### config.mk
export PLATFORM = sky130hd
export DESIGN_NAME = shifting_slot_array
export DESIGN_NICKNAME = d
export VERILOG_FILES = /design/src/sv/ssa_pkg.sv /design/src/sv/ssa_mem.sv /design/src/sv/ssa_core.sv /design/src/sv/shifting_slot_array.sv
export SDC_FILE = /design/constraint.sdc
export NUM_CORES = 2
export LEC_CHECK = 0
export BUFFER_PORTS_ARGS = -buffer_cell sky130_fd_sc_hd__buf_2
export CORE_MARGIN = 8
export CORE_UTILIZATION = 30
export CTS_CLUSTER_SIZE = 14
export DETAILED_ROUTE_END_ITERATION = 8
export HOLD_SLACK_MARGIN = 0.1
export MAX_ROUTING_LAYER = met4
export PLACE_DENSITY_LB_ADDON = 0.2
export SLEW_MARGIN = 10
export SYNTH_ARGS = -nofsm -noshare
export SYNTH_HDL_FRONTEND = slang
export SYNTH_SLANG_ARGS = --single-unit
### constraint.sdc
create_clock -name clk_i -period 24.6 [get_ports clk_i]
set_input_delay 1.23 -clock clk_i [delete_from_list [all_inputs] [get_ports clk_i]]
set_output_delay 1.23 -clock clk_i [all_outputs]
set_load 0.02 [all_outputs]
### src/sv/ssa_pkg.sv
// ssa_pkg: sizes, codes and the result record of the shifting slot array
// used by ssa_mem, ssa_core and shifting_slot_array; no dependencies
package ssa_pkg;

  localparam int DEPTH      = 64;
  localparam int IDX_W      = $clog2(DEPTH);
  localparam int CNT_W      = IDX_W + 1;
  localparam int ITEM_W     = 32;
  localparam int IN_IDX_W   = 8;
  localparam int OP_W       = 3;
  localparam int GROW_STEPS = 4;
  localparam int GROW_W     = CNT_W + GROW_STEPS;
  localparam int IN_DATA_W  = ((IN_IDX_W + ITEM_W + 7) / 8) * 8;
  localparam int OUT_RAW_W  = ITEM_W + 1 + CNT_W + CNT_W + IDX_W + 1;
  localparam int OUT_DATA_W = ((OUT_RAW_W + 7) / 8) * 8;

  typedef enum logic [OP_W-1:0] {
    OP_WRITE  = 3'd0,
    OP_INSERT = 3'd1,
    OP_DELETE = 3'd2,
    OP_CLEAR  = 3'd3,
    OP_READ   = 3'd4,
    OP_TRIM   = 3'd5
  } op_e;

  typedef enum logic [1:0] {
    ST_OK    = 2'd0,
    ST_WARN  = 2'd1,
    ST_INDEX = 2'd2,
    ST_CAP   = 2'd3
  } status_e;

  typedef enum logic [2:0] {
    S_IDLE,
    S_EXEC,
    S_SHUP,
    S_WR,
    S_SHDN,
    S_SCAN,
    S_RDWAIT
  } state_e;

  typedef struct packed {
    logic signed [ITEM_W-1:0] read_value;
    logic                     read_occupied;
    status_e                  status;
    logic [CNT_W-1:0]         slot_count;
    logic [CNT_W-1:0]         item_count;
    logic [IDX_W-1:0]         top_index;
    logic                     full;
  } res_t;

endpackage

### src/sv/ssa_mem.sv
// ssa_mem: slot value store, one write port and one registered read port
// depends on ssa_pkg for depth and value width
module ssa_mem (
  input  logic                      clk_i,
  input  logic                      we_i,
  input  logic [ssa_pkg::IDX_W-1:0] waddr_i,
  input  logic [ssa_pkg::ITEM_W-1:0] wdata_i,
  input  logic [ssa_pkg::IDX_W-1:0] raddr_i,
  output logic [ssa_pkg::ITEM_W-1:0] rdata_o
);

  logic [ssa_pkg::ITEM_W-1:0] mem_q [ssa_pkg::DEPTH];

  always_ff @(posedge clk_i) begin
    if (we_i) begin
      mem_q[waddr_i] <= wdata_i;
    end
  end

  always_ff @(posedge clk_i) begin
    rdata_o <= mem_q[raddr_i];
  end

endmodule

### src/sv/ssa_core.sv
// ssa_core: sequencer, occupied marks and counters of the slot array
// moves one slot per cycle through ssa_mem; depends on ssa_pkg
module ssa_core (
  input  logic                           clk_i,
  input  logic                           rst_ni,
  input  logic                           cfg_we_i,
  input  logic [ssa_pkg::CNT_W-1:0]      cfg_wdata_i,
  input  logic                           in_valid_i,
  output logic                           in_ready_o,
  input  logic [ssa_pkg::OP_W-1:0]       in_op_i,
  input  logic [ssa_pkg::IN_IDX_W-1:0]   in_index_i,
  input  logic signed [ssa_pkg::ITEM_W-1:0] in_item_i,
  input  logic                           out_busy_i,
  output logic                           done_o,
  output ssa_pkg::res_t                  res_o
);

  localparam int IDX_W  = ssa_pkg::IDX_W;
  localparam int CNT_W  = ssa_pkg::CNT_W;
  localparam int GROW_W = ssa_pkg::GROW_W;

  ssa_pkg::state_e  state_q, state_d;
  ssa_pkg::status_e st_q, st_d;

  logic [ssa_pkg::OP_W-1:0]     op_q;
  logic [ssa_pkg::IN_IDX_W-1:0] idx_q;
  logic signed [ssa_pkg::ITEM_W-1:0] item_q;

  logic [ssa_pkg::DEPTH-1:0] marks_q, marks_d;
  logic [CNT_W-1:0] cnt_q, cnt_d, used_q, used_d;
  logic [IDX_W-1:0] hu_q, hu_d, ptr_q, ptr_d, lim_q, lim_d;
  logic full_q, full_d;

  logic                        mem_we;
  logic [IDX_W-1:0]            mem_waddr, mem_raddr;
  logic [ssa_pkg::ITEM_W-1:0]  mem_wdata, mem_rdata;

  logic [IDX_W-1:0] idx6, ptr_inc, ptr_dec;
  logic             m;
  logic [CNT_W-1:0] hu_p1, cnt_m1, used_new, cfg_cnt;
  logic [GROW_W-1:0] idx_w, g0, g1, g2, g3;
  ssa_pkg::status_e grow_st;
  logic [CNT_W-1:0] s_plan, s_new;
  logic             need_dbl, dbl_over;
  logic             done;
  logic signed [ssa_pkg::ITEM_W-1:0] rd_val;
  logic             rd_occ;

  ssa_mem u_mem (
    .clk_i   (clk_i),
    .we_i    (mem_we),
    .waddr_i (mem_waddr),
    .wdata_i (mem_wdata),
    .raddr_i (mem_raddr),
    .rdata_o (mem_rdata)
  );

  assign idx6    = idx_q[IDX_W-1:0];
  assign ptr_inc = ptr_q + IDX_W'(1);
  assign ptr_dec = ptr_q - IDX_W'(1);
  assign m       = marks_q[idx6];
  assign hu_p1   = {1'b0, hu_q} + CNT_W'(1);
  assign cnt_m1  = cnt_q - CNT_W'(1);
  assign used_new = used_q - CNT_W'(m);

  // growth plan: doubling on full, then up to three more while out of range
  assign idx_w = GROW_W'(idx_q);
  assign g0 = full_q ? (GROW_W'(cnt_q) << 1) : GROW_W'(cnt_q);
  assign g1 = (idx_w >= g0) ? (g0 << 1) : g0;
  assign g2 = (idx_w >= g1) ? (g1 << 1) : g1;
  assign g3 = (idx_w >= g2) ? (g2 << 1) : g2;
  assign s_plan = g3[CNT_W-1:0];

  always_comb begin
    if (idx_w >= g3) begin
      grow_st = ssa_pkg::ST_INDEX;
    end else if (g3 > GROW_W'(ssa_pkg::DEPTH)) begin
      grow_st = ssa_pkg::ST_CAP;
    end else begin
      grow_st = ssa_pkg::ST_OK;
    end
  end

  assign need_dbl = (hu_p1 >= s_plan);
  assign dbl_over = ({1'b0, s_plan} << 1) > (CNT_W + 1)'(ssa_pkg::DEPTH);
  assign s_new    = need_dbl ? (s_plan << 1) : s_plan;

  always_comb begin
    if (cfg_wdata_i == '0) begin
      cfg_cnt = CNT_W'(1);
    end else if (cfg_wdata_i > CNT_W'(ssa_pkg::DEPTH)) begin
      cfg_cnt = CNT_W'(ssa_pkg::DEPTH);
    end else begin
      cfg_cnt = cfg_wdata_i;
    end
  end

  always_ff @(posedge clk_i or negedge rst_ni) begin
    if (!rst_ni) begin
      state_q <= ssa_pkg::S_IDLE;
      marks_q <= '0;
      cnt_q   <= CNT_W'(2);
      used_q  <= '0;
      hu_q    <= '0;
      full_q  <= 1'b0;
    end else begin
      state_q <= state_d;
      marks_q <= marks_d;
      cnt_q   <= cnt_d;
      used_q  <= used_d;
      hu_q    <= hu_d;
      full_q  <= full_d;
    end
  end

  always_ff @(posedge clk_i) begin
    ptr_q <= ptr_d;
    lim_q <= lim_d;
    st_q  <= st_d;
    if (in_valid_i && in_ready_o) begin
      op_q   <= in_op_i;
      idx_q  <= in_index_i;
      item_q <= in_item_i;
    end
  end

  always_comb begin
    state_d   = state_q;
    st_d      = st_q;
    marks_d   = marks_q;
    cnt_d     = cnt_q;
    used_d    = used_q;
    hu_d      = hu_q;
    full_d    = full_q;
    ptr_d     = ptr_q;
    lim_d     = lim_q;
    mem_we    = 1'b0;
    mem_waddr = idx6;
    mem_wdata = item_q;
    mem_raddr = idx6;
    done      = 1'b0;
    rd_val    = '0;
    rd_occ    = 1'b0;

    case (state_q)
      ssa_pkg::S_IDLE: begin
        if (in_valid_i) begin
          state_d = ssa_pkg::S_EXEC;
        end
      end
      ssa_pkg::S_EXEC: begin
        if (!out_busy_i) begin
          done = 1'b1;
          case (op_q)
            ssa_pkg::OP_WRITE, ssa_pkg::OP_INSERT: begin
              if (grow_st != ssa_pkg::ST_OK) begin
                st_d = grow_st;
              end else if (op_q == ssa_pkg::OP_INSERT && m) begin
                if (need_dbl && dbl_over) begin
                  st_d = ssa_pkg::ST_CAP;
                end else begin
                  st_d      = ssa_pkg::ST_OK;
                  cnt_d     = s_new;
                  used_d    = used_q + CNT_W'(1);
                  hu_d      = hu_q + IDX_W'(1);
                  full_d    = (used_q + CNT_W'(1)) == s_new;
                  ptr_d     = hu_q;
                  mem_raddr = hu_q;
                  done      = 1'b0;
                  state_d   = ssa_pkg::S_SHUP;
                end
              end else begin
                st_d           = ssa_pkg::ST_OK;
                used_d         = used_q + CNT_W'(!m);
                hu_d           = (idx6 > hu_q) ? idx6 : hu_q;
                cnt_d          = s_plan;
                full_d         = (used_q + CNT_W'(!m)) == s_plan;
                mem_we         = 1'b1;
                marks_d[idx6]  = 1'b1;
              end
            end
            ssa_pkg::OP_DELETE: begin
              if (idx_q >= {1'b0, cnt_q}) begin
                st_d = ssa_pkg::ST_INDEX;
              end else if (cnt_q == CNT_W'(1)) begin
                st_d = ssa_pkg::ST_WARN;
                if (marks_q[0]) begin
                  marks_d[0] = 1'b0;
                  used_d     = '0;
                  full_d     = 1'b0;
                end
              end else if (!m && idx6 >= hu_q) begin
                st_d  = ssa_pkg::ST_WARN;
                cnt_d = cnt_m1;
                if (used_q == cnt_m1) begin
                  full_d = 1'b1;
                end
              end else if (hu_q == idx6) begin
                st_d          = ssa_pkg::ST_OK;
                marks_d[idx6] = 1'b0;
                cnt_d         = cnt_m1;
                used_d        = used_new;
                if (used_new != '0) begin
                  ptr_d   = idx6;
                  done    = 1'b0;
                  state_d = ssa_pkg::S_SCAN;
                end else begin
                  hu_d = '0;
                end
              end else begin
                st_d = ssa_pkg::ST_OK;
                if (!m && used_q == cnt_m1) begin
                  full_d = 1'b1;
                end
                used_d    = used_new;
                cnt_d     = cnt_m1;
                hu_d      = hu_q - IDX_W'(1);
                lim_d     = hu_q;
                ptr_d     = idx6 + IDX_W'(1);
                mem_raddr = idx6 + IDX_W'(1);
                done      = 1'b0;
                state_d   = ssa_pkg::S_SHDN;
              end
            end
            ssa_pkg::OP_CLEAR: begin
              if ({2'b00, hu_q} < idx_q) begin
                st_d = ssa_pkg::ST_WARN;
              end else if (cnt_q == CNT_W'(1)) begin
                if (!marks_q[0]) begin
                  st_d = ssa_pkg::ST_WARN;
                end else begin
                  st_d       = ssa_pkg::ST_OK;
                  marks_d[0] = 1'b0;
                  used_d     = '0;
                  full_d     = 1'b0;
                end
              end else if (!m) begin
                st_d = ssa_pkg::ST_WARN;
              end else begin
                st_d          = ssa_pkg::ST_OK;
                marks_d[idx6] = 1'b0;
                used_d        = used_q - CNT_W'(1);
                full_d        = 1'b0;
                if (hu_q == idx6) begin
                  ptr_d   = idx6;
                  done    = 1'b0;
                  state_d = ssa_pkg::S_SCAN;
                end
              end
            end
            ssa_pkg::OP_READ: begin
              if (idx_q >= {1'b0, cnt_q}) begin
                st_d = ssa_pkg::ST_INDEX;
              end else begin
                st_d    = ssa_pkg::ST_OK;
                done    = 1'b0;
                state_d = ssa_pkg::S_RDWAIT;
              end
            end
            ssa_pkg::OP_TRIM: begin
              st_d   = ssa_pkg::ST_OK;
              cnt_d  = hu_p1;
              full_d = full_q | (used_q == hu_p1);
            end
            default: begin
              st_d = ssa_pkg::ST_WARN;
            end
          endcase
          if (done) begin
            state_d = ssa_pkg::S_IDLE;
          end
        end
      end
      ssa_pkg::S_SHUP: begin
        mem_we           = 1'b1;
        mem_waddr        = ptr_inc;
        mem_wdata        = mem_rdata;
        marks_d[ptr_inc] = marks_q[ptr_q];
        mem_raddr        = ptr_dec;
        ptr_d            = ptr_dec;
        if (ptr_q == idx6) begin
          state_d = ssa_pkg::S_WR;
        end
      end
      ssa_pkg::S_WR: begin
        mem_we        = 1'b1;
        marks_d[idx6] = 1'b1;
        done          = 1'b1;
        state_d       = ssa_pkg::S_IDLE;
      end
      ssa_pkg::S_SHDN: begin
        mem_we           = 1'b1;
        mem_waddr        = ptr_dec;
        mem_wdata        = mem_rdata;
        marks_d[ptr_dec] = marks_q[ptr_q];
        mem_raddr        = ptr_inc;
        ptr_d            = ptr_inc;
        if (ptr_q == lim_q) begin
          marks_d[ptr_q] = 1'b0;
          done           = 1'b1;
          state_d        = ssa_pkg::S_IDLE;
        end
      end
      ssa_pkg::S_SCAN: begin
        if (ptr_q == '0) begin
          hu_d    = '0;
          done    = 1'b1;
          state_d = ssa_pkg::S_IDLE;
        end else if (marks_q[ptr_dec]) begin
          hu_d    = ptr_dec;
          done    = 1'b1;
          state_d = ssa_pkg::S_IDLE;
        end else begin
          ptr_d = ptr_dec;
        end
      end
      ssa_pkg::S_RDWAIT: begin
        rd_occ  = m;
        rd_val  = m ? mem_rdata : '0;
        done    = 1'b1;
        state_d = ssa_pkg::S_IDLE;
      end
      default: begin
        state_d = ssa_pkg::S_IDLE;
      end
    endcase

    // setup write reloads the slot count and empties the store
    if (cfg_we_i) begin
      marks_d = '0;
      cnt_d   = cfg_cnt;
      used_d  = '0;
      hu_d    = '0;
      full_d  = 1'b0;
    end
  end

  assign in_ready_o = (state_q == ssa_pkg::S_IDLE);
  assign done_o     = done;

  assign res_o.read_value    = rd_val;
  assign res_o.read_occupied = rd_occ;
  assign res_o.status        = st_d;
  assign res_o.slot_count    = cnt_d;
  assign res_o.item_count    = used_d;
  assign res_o.top_index     = hu_d;
  assign res_o.full          = full_d;

  a_done_busy : assert property (@(posedge clk_i) disable iff (!rst_ni)
    done |-> state_q != ssa_pkg::S_IDLE)
    else $error("result produced while idle");

  a_shup_range : assert property (@(posedge clk_i) disable iff (!rst_ni)
    state_q == ssa_pkg::S_SHUP |-> ptr_q >= idx6)
    else $error("upward move ran below the target slot");

  a_shdn_top : assert property (@(posedge clk_i) disable iff (!rst_ni)
    (state_q == ssa_pkg::S_SHDN && ptr_q == lim_q) |=> !marks_q[$past(lim_q)])
    else $error("old top slot still marked after downward move");

endmodule

### src/sv/shifting_slot_array.sv
// shifting_slot_array: top level, stream ports, setup port and result register
// depends on ssa_pkg and ssa_core (which holds ssa_mem)
//
//   channel   direction  transfer when           payload
//   s_axis    in         tvalid & tready         tuser op, tdata index and item
//   m_axis    out        tvalid & tready         tuser status, tdata read and counts
//   cfg       in         cfg_we_i                cfg_wdata_i initial slot count
//
// overwrite, clear, trim, delete without moves, errors: done in the execute state;
// read waits for the registered read; insert on a used slot moves slots top..index
// up, one per cycle, then writes the item; delete with moves shifts slots down;
// deleting or clearing the top slot adds a downward search, one mark per cycle
// reset empties the store at once and loads a slot count of 2; a new item is
// taken while a result waits, and work stalls only when its result can't be held
module shifting_slot_array (
  input  logic                              clk_i,
  input  logic                              rst_ni,
  input  logic                              cfg_we_i,
  input  logic [ssa_pkg::CNT_W-1:0]         cfg_wdata_i,
  input  logic                              s_axis_tvalid,
  output logic                              s_axis_tready,
  // index, item
  input  logic [ssa_pkg::IN_DATA_W-1:0]     s_axis_tdata,
  // op
  input  logic [ssa_pkg::OP_W-1:0]          s_axis_tuser,
  output logic                              m_axis_tvalid,
  input  logic                              m_axis_tready,
  // read_value, read_occupied, slot_count, item_count, top_index, full_res
  output logic [ssa_pkg::OUT_DATA_W-1:0]    m_axis_tdata,
  // status
  output logic [1:0]                        m_axis_tuser
);

  logic          out_valid_q;
  ssa_pkg::res_t out_res_q;
  ssa_pkg::res_t core_res;
  logic          core_done;
  logic          out_busy;

  assign out_busy = out_valid_q && !m_axis_tready;

  ssa_core u_core (
    .clk_i       (clk_i),
    .rst_ni      (rst_ni),
    .cfg_we_i    (cfg_we_i),
    .cfg_wdata_i (cfg_wdata_i),
    .in_valid_i  (s_axis_tvalid),
    .in_ready_o  (s_axis_tready),
    .in_op_i     (s_axis_tuser),
    .in_index_i  (s_axis_tdata[ssa_pkg::IN_IDX_W-1:0]),
    .in_item_i   (s_axis_tdata[ssa_pkg::IN_IDX_W +: ssa_pkg::ITEM_W]),
    .out_busy_i  (out_busy),
    .done_o      (core_done),
    .res_o       (core_res)
  );

  always_ff @(posedge clk_i or negedge rst_ni) begin
    if (!rst_ni) begin
      out_valid_q <= 1'b0;
    end else if (core_done) begin
      out_valid_q <= 1'b1;
    end else if (m_axis_tready) begin
      out_valid_q <= 1'b0;
    end
  end

  always_ff @(posedge clk_i) begin
    if (core_done) begin
      out_res_q <= core_res;
    end
  end

  assign m_axis_tvalid = out_valid_q;
  assign m_axis_tuser  = out_res_q.status;
  assign m_axis_tdata  = {(ssa_pkg::OUT_DATA_W - ssa_pkg::OUT_RAW_W)'(0),
                          out_res_q.full, out_res_q.top_index, out_res_q.item_count,
                          out_res_q.slot_count, out_res_q.read_occupied,
                          out_res_q.read_value};

  a_no_overwrite : assert property (@(posedge clk_i) disable iff (!rst_ni)
    core_done |-> !out_busy)
    else $error("result register overwritten before transfer");

endmodule

* After elaboration in Yosys (flattened, before gate mapping)
Memories as Yosys holds them, arrays and structs flattened. A register that Yosys moved wholly into a read port is not among the register bits. Cells that the tools add are included.
Word-level totals: register bits 202, bits in writable memories 2048, input port bits 55, output and inout port bits 60, memories 1
Cells by class: $add $sub $neg 11, magnitude comparators 20, equal/unequal tests 65, mux-type cells 191, bitwise operators 11, reductions and logical operators 31
Memories:
- u_core.u_mem.mem_q | words 64, bits a word 32, rd ports 1, clocked after Yosys merged registers in 1, wr ports 1, RTL line ssa_mem.sv:12 | logic [ssa_pkg::ITEM_W-1:0] mem_q [ssa_pkg::DEPTH];
Operators with widths (number):
- 2-to-1 mux 64 bit | 10
- case mux 64 bit (4 select lines) | 1
- 2-to-1 mux 6 bit | 36
- case mux 64 bit (3 select lines) | 1
- 2-to-1 mux 7 bit | 24
- bitwise AND 64 bit | 2
- bitwise mux 64 bit | 2
- inverter 64 bit | 2
- 2-to-1 mux 63 bit | 2
- inequality test 4 bit, second input constant | 17
- bitwise OR 64 bit | 1
- 2-to-1 mux 3 bit | 20
- 2-to-1 mux 1 bit | 55
- case mux 6 bit (2 select lines) | 4
- greater-or-equal comparator 8 x 11 -> 1 bit | 4
- case mux 7 bit (3 select lines) | 2
- case mux 6 bit (3 select lines) | 2
- 2-to-1 mux 11 bit | 3
- 2-to-1 mux 32 bit | 1
- equality test 7 bit | 4
- less-than comparator 6 x 7 -> 1 bit, second input constant | 4
- demux 1 bit (select 6 bit) | 4
- greater-or-equal comparator 6 x 1 -> 1 bit, second input constant | 4
- 2-to-1 mux 2 bit | 12
- 57 further kinds | 112

* Depth between registers and ports, before layout
depth after elaboration 18, depth in mapped cells 47, depth with buffers taken out 40

* Hierarchy
A second synthesis with hierarchy kept.
Second synthesis, totals: cell total of the unflattened synthesis 6278, area total of the unflattened synthesis 99660.6 um2
Modules (own cells, without submodules):
- ssa_mem | instances 1, cells each 3511, area an instance 79039.6 um2, seq. area each 62139.6 um2
- ssa_core | instances 1, cells each 2705, area an instance 18875.6 um2, seq. area each 3895.0 um2
- shifting_slot_array | instances 1, cells each 62, area an instance 1745.4 um2, seq. area each 1706.6 um2

* Worst setup path before layout
OpenSTA, ideal clock, no wires.
kind register to register, from register u_core.idx_q[0] (netlist bit), to memory u_core.u_mem.mem_q[15][0] (netlist bit), enable pin, library setup time 0.421 ns, data arrival time 9.720 ns, data required time 24.179 ns, slack 14.459 ns, stages on the path, launching flop included 37, path through edfxtp_1 -> buf_2 -> buf_2 -> clkinv_1 -> ha_1 -> nor2b_1 -> o21ai_0 -> a211oi_4 -> mux2_2 -> ha_1 -> a21o_1 -> o21bai_1 -> o311ai_0 -> a31o_2 -> a211oi_1 -> or3_4 -> inv_2 -> ha_1 -> a21o_1 -> a31oi_1 -> o21ai_0 -> a221oi_1 -> a211oi_4 -> a31oi_4 -> buf_2 -> nand2_1 -> inv_1 -> ha_1 -> nand2b_1 -> maj3_1 -> a211o_1 -> a21boi_2 -> nand2_1 -> o31a_1 -> nor2b_1 -> nand3_1 -> nor2_1
On the way: cells in the longest elaborated chain, start to end 16
RTL lines:
- start, declared | RTL line ssa_core.sv:26 | logic [ssa_pkg::IN_IDX_W-1:0] idx_q;
- start signal, assigned | RTL line ssa_core.sv:122 | idx_q <= in_index_i;
- greater-or-equal comparator 8 x 11 -> 1 bit | RTL line ssa_core.sv:69 | assign g1 = (idx_w >= g0) ? (g0 << 1) : g0;
- 2-to-1 mux 11 bit | RTL line ssa_core.sv:69
- greater-or-equal comparator 8 x 11 -> 1 bit | RTL line ssa_core.sv:70 | assign g2 = (idx_w >= g1) ? (g1 << 1) : g1;
- 2-to-1 mux 11 bit | RTL line ssa_core.sv:70
- greater-or-equal comparator 8 x 11 -> 1 bit | RTL line ssa_core.sv:71 | assign g3 = (idx_w >= g2) ? (g2 << 1) : g2;
- 2-to-1 mux 11 bit | RTL line ssa_core.sv:71
- > comparator 11 x 7 -> 1 bit | RTL line ssa_core.sv:77 | end else if (g3 > GROW_W'(ssa_pkg::DEPTH)) begin
- 2-to-1 mux 2 bit | RTL line ssa_core.sv:77
- 2-to-1 mux 2 bit | RTL line ssa_core.sv:75 | if (idx_w >= g3) begin
- nonzero test 2 bit | RTL line ssa_core.sv:156 | if (grow_st != ssa_pkg::ST_OK) begin
- 2-to-1 mux 1 bit | RTL line ssa_core.sv:156
- 2-to-1 mux 1 bit | RTL line ssa_core.sv:154 | case (op_q)
- 2-to-1 mux 1 bit | RTL line ssa_core.sv:152 | if (!out_busy_i) begin
- case mux 1 bit (2 select lines) | RTL line ssa_core.sv:145 | case (state_q)
- 2-to-1 mux 1 bit | RTL line ssa_mem.sv:15 | if (we_i) begin
- 2-to-1 mux 1 bit (implied by the code) | RTL line ssa_mem.sv:16 | mem_q[waddr_i] <= wdata_i;
- end, declared | RTL line ssa_mem.sv:12
Parallel ways exist; a longest one is shown, timed or not. The select of a mux whose other input is x is not followed.

* Worst setup path in the final report
from register u_core.full_q, to register u_core.u_mem.rdata_o[10] (netlist bit) (read register of u_core.u_mem.mem_q)
On the way: cells in the longest elaborated chain, start to end 15
RTL lines:
- start, declared | RTL line ssa_core.sv:32 | logic full_q, full_d;
- start signal, assigned | RTL line ssa_core.sv:112 | full_q <= full_d;
- 2-to-1 mux 8 bit * | RTL line ssa_core.sv:68 | assign g0 = full_q ? (GROW_W'(cnt_q) << 1) : GROW_W'(cnt_q);
- greater-or-equal comparator 8 x 11 -> 1 bit | RTL line ssa_core.sv:69
- 2-to-1 mux 11 bit * | RTL line ssa_core.sv:69
- greater-or-equal comparator 8 x 11 -> 1 bit | RTL line ssa_core.sv:70
- 2-to-1 mux 11 bit * | RTL line ssa_core.sv:70
- greater-or-equal comparator 8 x 11 -> 1 bit | RTL line ssa_core.sv:71
- 2-to-1 mux 11 bit * | RTL line ssa_core.sv:71
- > comparator 11 x 7 -> 1 bit, or another cell as far along | RTL line ssa_core.sv:77
- 2-to-1 mux 2 bit or logical AND 1 bit (tied branches) | RTL line ssa_core.sv:77, ssa_core.sv:159
- 2-to-1 mux 2 bit or 2-to-1 mux 6 bit (tied branches) | RTL line ssa_core.sv:75, ssa_core.sv:159
- nonzero test 2 bit or 2-to-1 mux 6 bit (tied branches) | RTL line ssa_core.sv:156, ssa_core.sv:158
- 2-to-1 mux 6 bit * | RTL line ssa_core.sv:156
- case mux 6 bit (2 select lines) * | RTL line ssa_core.sv:154
- 2-to-1 mux 6 bit * | RTL line ssa_core.sv:152
- case mux 6 bit (3 select lines) * | RTL line ssa_core.sv:145
- end, declared | RTL line ssa_mem.sv:9 | output logic [ssa_pkg::ITEM_W-1:0] rdata_o
Every way passes the cells marked *; elsewhere a longest branch is shown, timed or not. A chain may end at the register's enable or synchronous reset.

==> flow_metrics.env <==
export IMPL_outcome="complete, but fails checks"
export IMPL_violations="DRC"
export IMPL_grt_pass1_vias=69801
export IMPL_synthFlopType="edfxtp_1"
export IMPL_worstPathArrival_ps=15250
export IMPL_synth_xor_area_share_pct=0.768
export IMPL_reg2reg_depth=39
export IMPL_worst_slack_ps=10220
export IMPL_layout_commonest_cell="edfxtp_1"
export IMPL_synth_area_mux_share_pct=4.05
export IMPL_num_vias=72749
export IMPL_yosys_area_share_simple_pct=14.4
export IMPL_async_reset_ff_share_pct=3.90
export IMPL_synth_seq_area_share_pct=66.7
export IMPL_die_w_um=598
export IMPL_cts_buffers=245
export IMPL_cts_sinks=2282
export IMPL_dieHeight_um=598
export IMPL_maxCapViolCount=0
export IMPL_power_frac_comb_pct=49.9
export IMPL_critical_path_required_ps=25470
export IMPL_timing_slew_headroom_pct=12.2
export IMPL_pre_cts_ws_ps=10580
export IMPL_place_area_um2=107000
export IMPL_cp_slowest_cell="buf_4"
export IMPL_grt_start_max_net_pins=162
export IMPL_gr_total_overflow=0
export IMPL_most_common_layout_cells="2,159 x edfxtp_1, 1,668 x nand2_1, 484 x nand3_1"
export IMPL_clock_power_share_pct=21.1
export IMPL_p_leak_uw=0.0379
export IMPL_ioPinCount=115
export IMPL_drt_first_iter_violations=9357
export IMPL_synth_adder_area_share_pct=0.749
export IMPL_h_tree_depth=4
export IMPL_route_final_wire_length_um=388000
export IMPL_place_congestion=0.912
export IMPL_r2r_slack_ps=10220
export IMPL_synth_distinct_cells=104
export IMPL_synth_seq_cells=2282
export IMPL_slew_viol_final=0
export IMPL_path_max_fanout=154
export IMPL_drc=6
export IMPL_drive_above_1_share_pct=10.4
export IMPL_worst_path_most_repeated_cell="ha_1"
export IMPL_cts_root_buf="clkbuf_16"
export IMPL_cts_path_max_buffers=4
export IMPL_dpl_hpwl_um=209000
export IMPL_antenna_left=0
export IMPL_net_switching_power_uw=8380
export IMPL_power_internal_uw=9350
export IMPL_stdcell_area_um2=116000
export IMPL_avgSynthCellArea_um2=12.2
export IMPL_syn_inst=8324
export IMPL_startpoint_type="register"
export IMPL_rsz0062_at_grt="false"
export IMPL_path_clk_slew_ps=70
export IMPL_syn_area_um2=102000
export IMPL_die_area_um2=357000
export IMPL_synth_edf_count=2159
export IMPL_start_util_pct=30.1
export IMPL_clock_fmax_mhz=69.6
export IMPL_antenna_found_initial=27
export IMPL_setup_worst_path_end_class="register"
export IMPL_setup_violations=0
export IMPL_post_route_min_period_ps=14380
export IMPL_port_buffers=112
export IMPL_period_share_pct=58.4
export IMPL_post_cts_repair_setup_buffers=0
export IMPL_drt_first_pass_iters=9
export IMPL_clk_latency_ps=940
export IMPL_nets=8387
export IMPL_post_cts_resized=0
export IMPL_synth_top_family_by_area="simple AND/OR/NAND/NOR gates"
export IMPL_power_uw=17700
export IMPL_area_growth_pct=13.8
export IMPL_track_usage_pct=21.4
export IMPL_grt_pass1_wl_um=543000
export IMPL_avgViaCountPerCell=5.59
export IMPL_netSwitchingFraction_pct=47.3
export IMPL_max_slew_worst_pin_slew_ps=1310
export IMPL_instances_no_fill=13008
export IMPL_r2r_start="u_core.full_q"
export IMPL_crit_path_max_incr_delay_ps=790
export IMPL_cts_tree="built"
export IMPL_max_vdd_ir_drop_v=0.000170
export IMPL_rr_endpoint="u_core.u_mem.rdata_o[10]"
export IMPL_yosysWarnings=0
export IMPL_hold_viol_final=0
export IMPL_rows=213
export IMPL_core_area_um2=337000
export IMPL_synth_compound_area_share_pct=10.4
export IMPL_detail_route_wl_per_cell_um=29.8
export IMPL_skew_ps=109
export IMPL_cts_hold_buf=0
export IMPL_hold_path_class="input pin to async pin"
export IMPL_setup_tns_final_ps=0
export IMPL_p_seq_share_pct=29.0
export IMPL_dp_cells=12540
export IMPL_worstSetupPathType="register to register"
export IMPL_power_density_nw_per_um2=153
## Yosys cell counts (all sizes together), types with 49 or more instances
cell,number,area [um2]
buf,229,1280
nand2,1706,6400
xnor2,62,543
nor2,391,1500
o21ai,341,1710
and3,184,1150
a31oi,101,653
ha,60,751
nand3,485,2430
nand4,164,1030
clkbuf,397,1490
inv,52,195
o22ai,121,769
dfrtp,88,2200
mux2i,377,3780
a21oi,266,1340
edfxtp,2159,64800
nor3,119,623
a211oi,245,1890
o211ai,49,373
a32oi,219,1920
## layer usage
metal / up-vias / GRT usage, % / routed length (um)
met1: 37225 / 29.0 / 167000
met2: 3461 / 32.9 / 176000
met3: 712 / 3.40 / 31200
li1: 31351 / - / -
met5: - / - / 0
met4: 0 / 6.73 / 14000
## logic make-up (layout without fill, tap and decap cells)
kind of cell             Yosys count  count (layout)
AND/OR/NAND/NOR                 3253            3253
flip-flops                      2282            2282
AO/OA/AOI/OAI                   1560            1560
buffers and inverters            680             838
multiplexers                     398             398
XOR/XNOR                          89              89
adder cells (fa/ha/maj)           61              61
other                              1              12
## critical path, delay by kind of cell, from the launching register on
| kind | cells | cell delay [ps] |
|---|---|---|
| AOI/OAI and AO/OA | 19 | 6540 |
| adders and majority gates | 4 | 1090 |
| buffers and inverters | 6 | 2570 |
| muxes | 3 | 1490 |
| and+or+nand+nor | 7 | 1650 |
| DFF | 1 | 630 |
## metrics by stage
stage | hold WS, ps | utilization [%]
floorplan | 451 | -
global placement | 499 | 31.9
detailed placement | 489 | 31.9
CTS | 410 | 34.3
global route | 435 | 34.3
finish | 463 | 34.3
## power groups by stage
stage | logic (uW) | clock network, uW | registers [uW]
after global placement | 8690 | 0 | 5220
final | 8850 | 3740 | 5150
after global routing | 9380 | 3950 | 5160
after floorplan | 5280 | 0 | 5150
after detailed placement | 8720 | 0 | 5230
after CTS | 8750 | 3820 | 5150
## layout make-up
cell class | count | area (um2)
Timing Repair Buffer | 326 | 2300
Tap cell | 4515 | 5650
Clock buffer | 320 | 6600
Antenna cell | 10 | 25.0
Sequential cell | 2282 | 67700
Clock inverter | 138 | 1440
Inverter | 54 | 203
Multi-Input combinational cell | 5363 | 31600
Fill cell | 33025 | 221000
## worst max-delay path by stage
stage,startpoint,end,slack [ps]
global route,u_core.full_q,u_core.u_mem.rdata_o[5],9340
finish,u_core.full_q,u_core.u_mem.rdata_o[10],10220
detailed placement,u_core.full_q,u_core.u_mem.rdata_o[10],10580
global placement,u_core.full_q,u_core.u_mem.rdata_o[10],10590
floorplan,u_core.idx_q[0],u_core.u_mem.mem_q[15][0],14460
CTS,u_core.full_q,u_core.u_mem.rdata_o[5],10500
## registers in the layout, indices dropped and copies added (netlist names)
| name | flops |
|---|---|
| u_core.full_q | 1 |
| u_core.u_mem.mem_q | 2048 |
| u_core.op_q | 3 |
| u_core.cnt_q | 7 |
| u_core.ptr_q | 6 |
| u_core.hu_q | 6 |
| m_axis_tdata | 54 |
| u_core.st_q | 2 |
| m_axis_tuser | 2 |
| u_core.idx_q | 8 |
| u_core.state_q | 3 |
| u_core.marks_q | 64 |
| u_core.u_mem.rdata_o | 32 |
| m_axis_tvalid | 1 |
| u_core.used_q | 7 |
| u_core.item_q | 32 |
| u_core.lim_q | 6 |
Power figures use the tool's default switching activity.
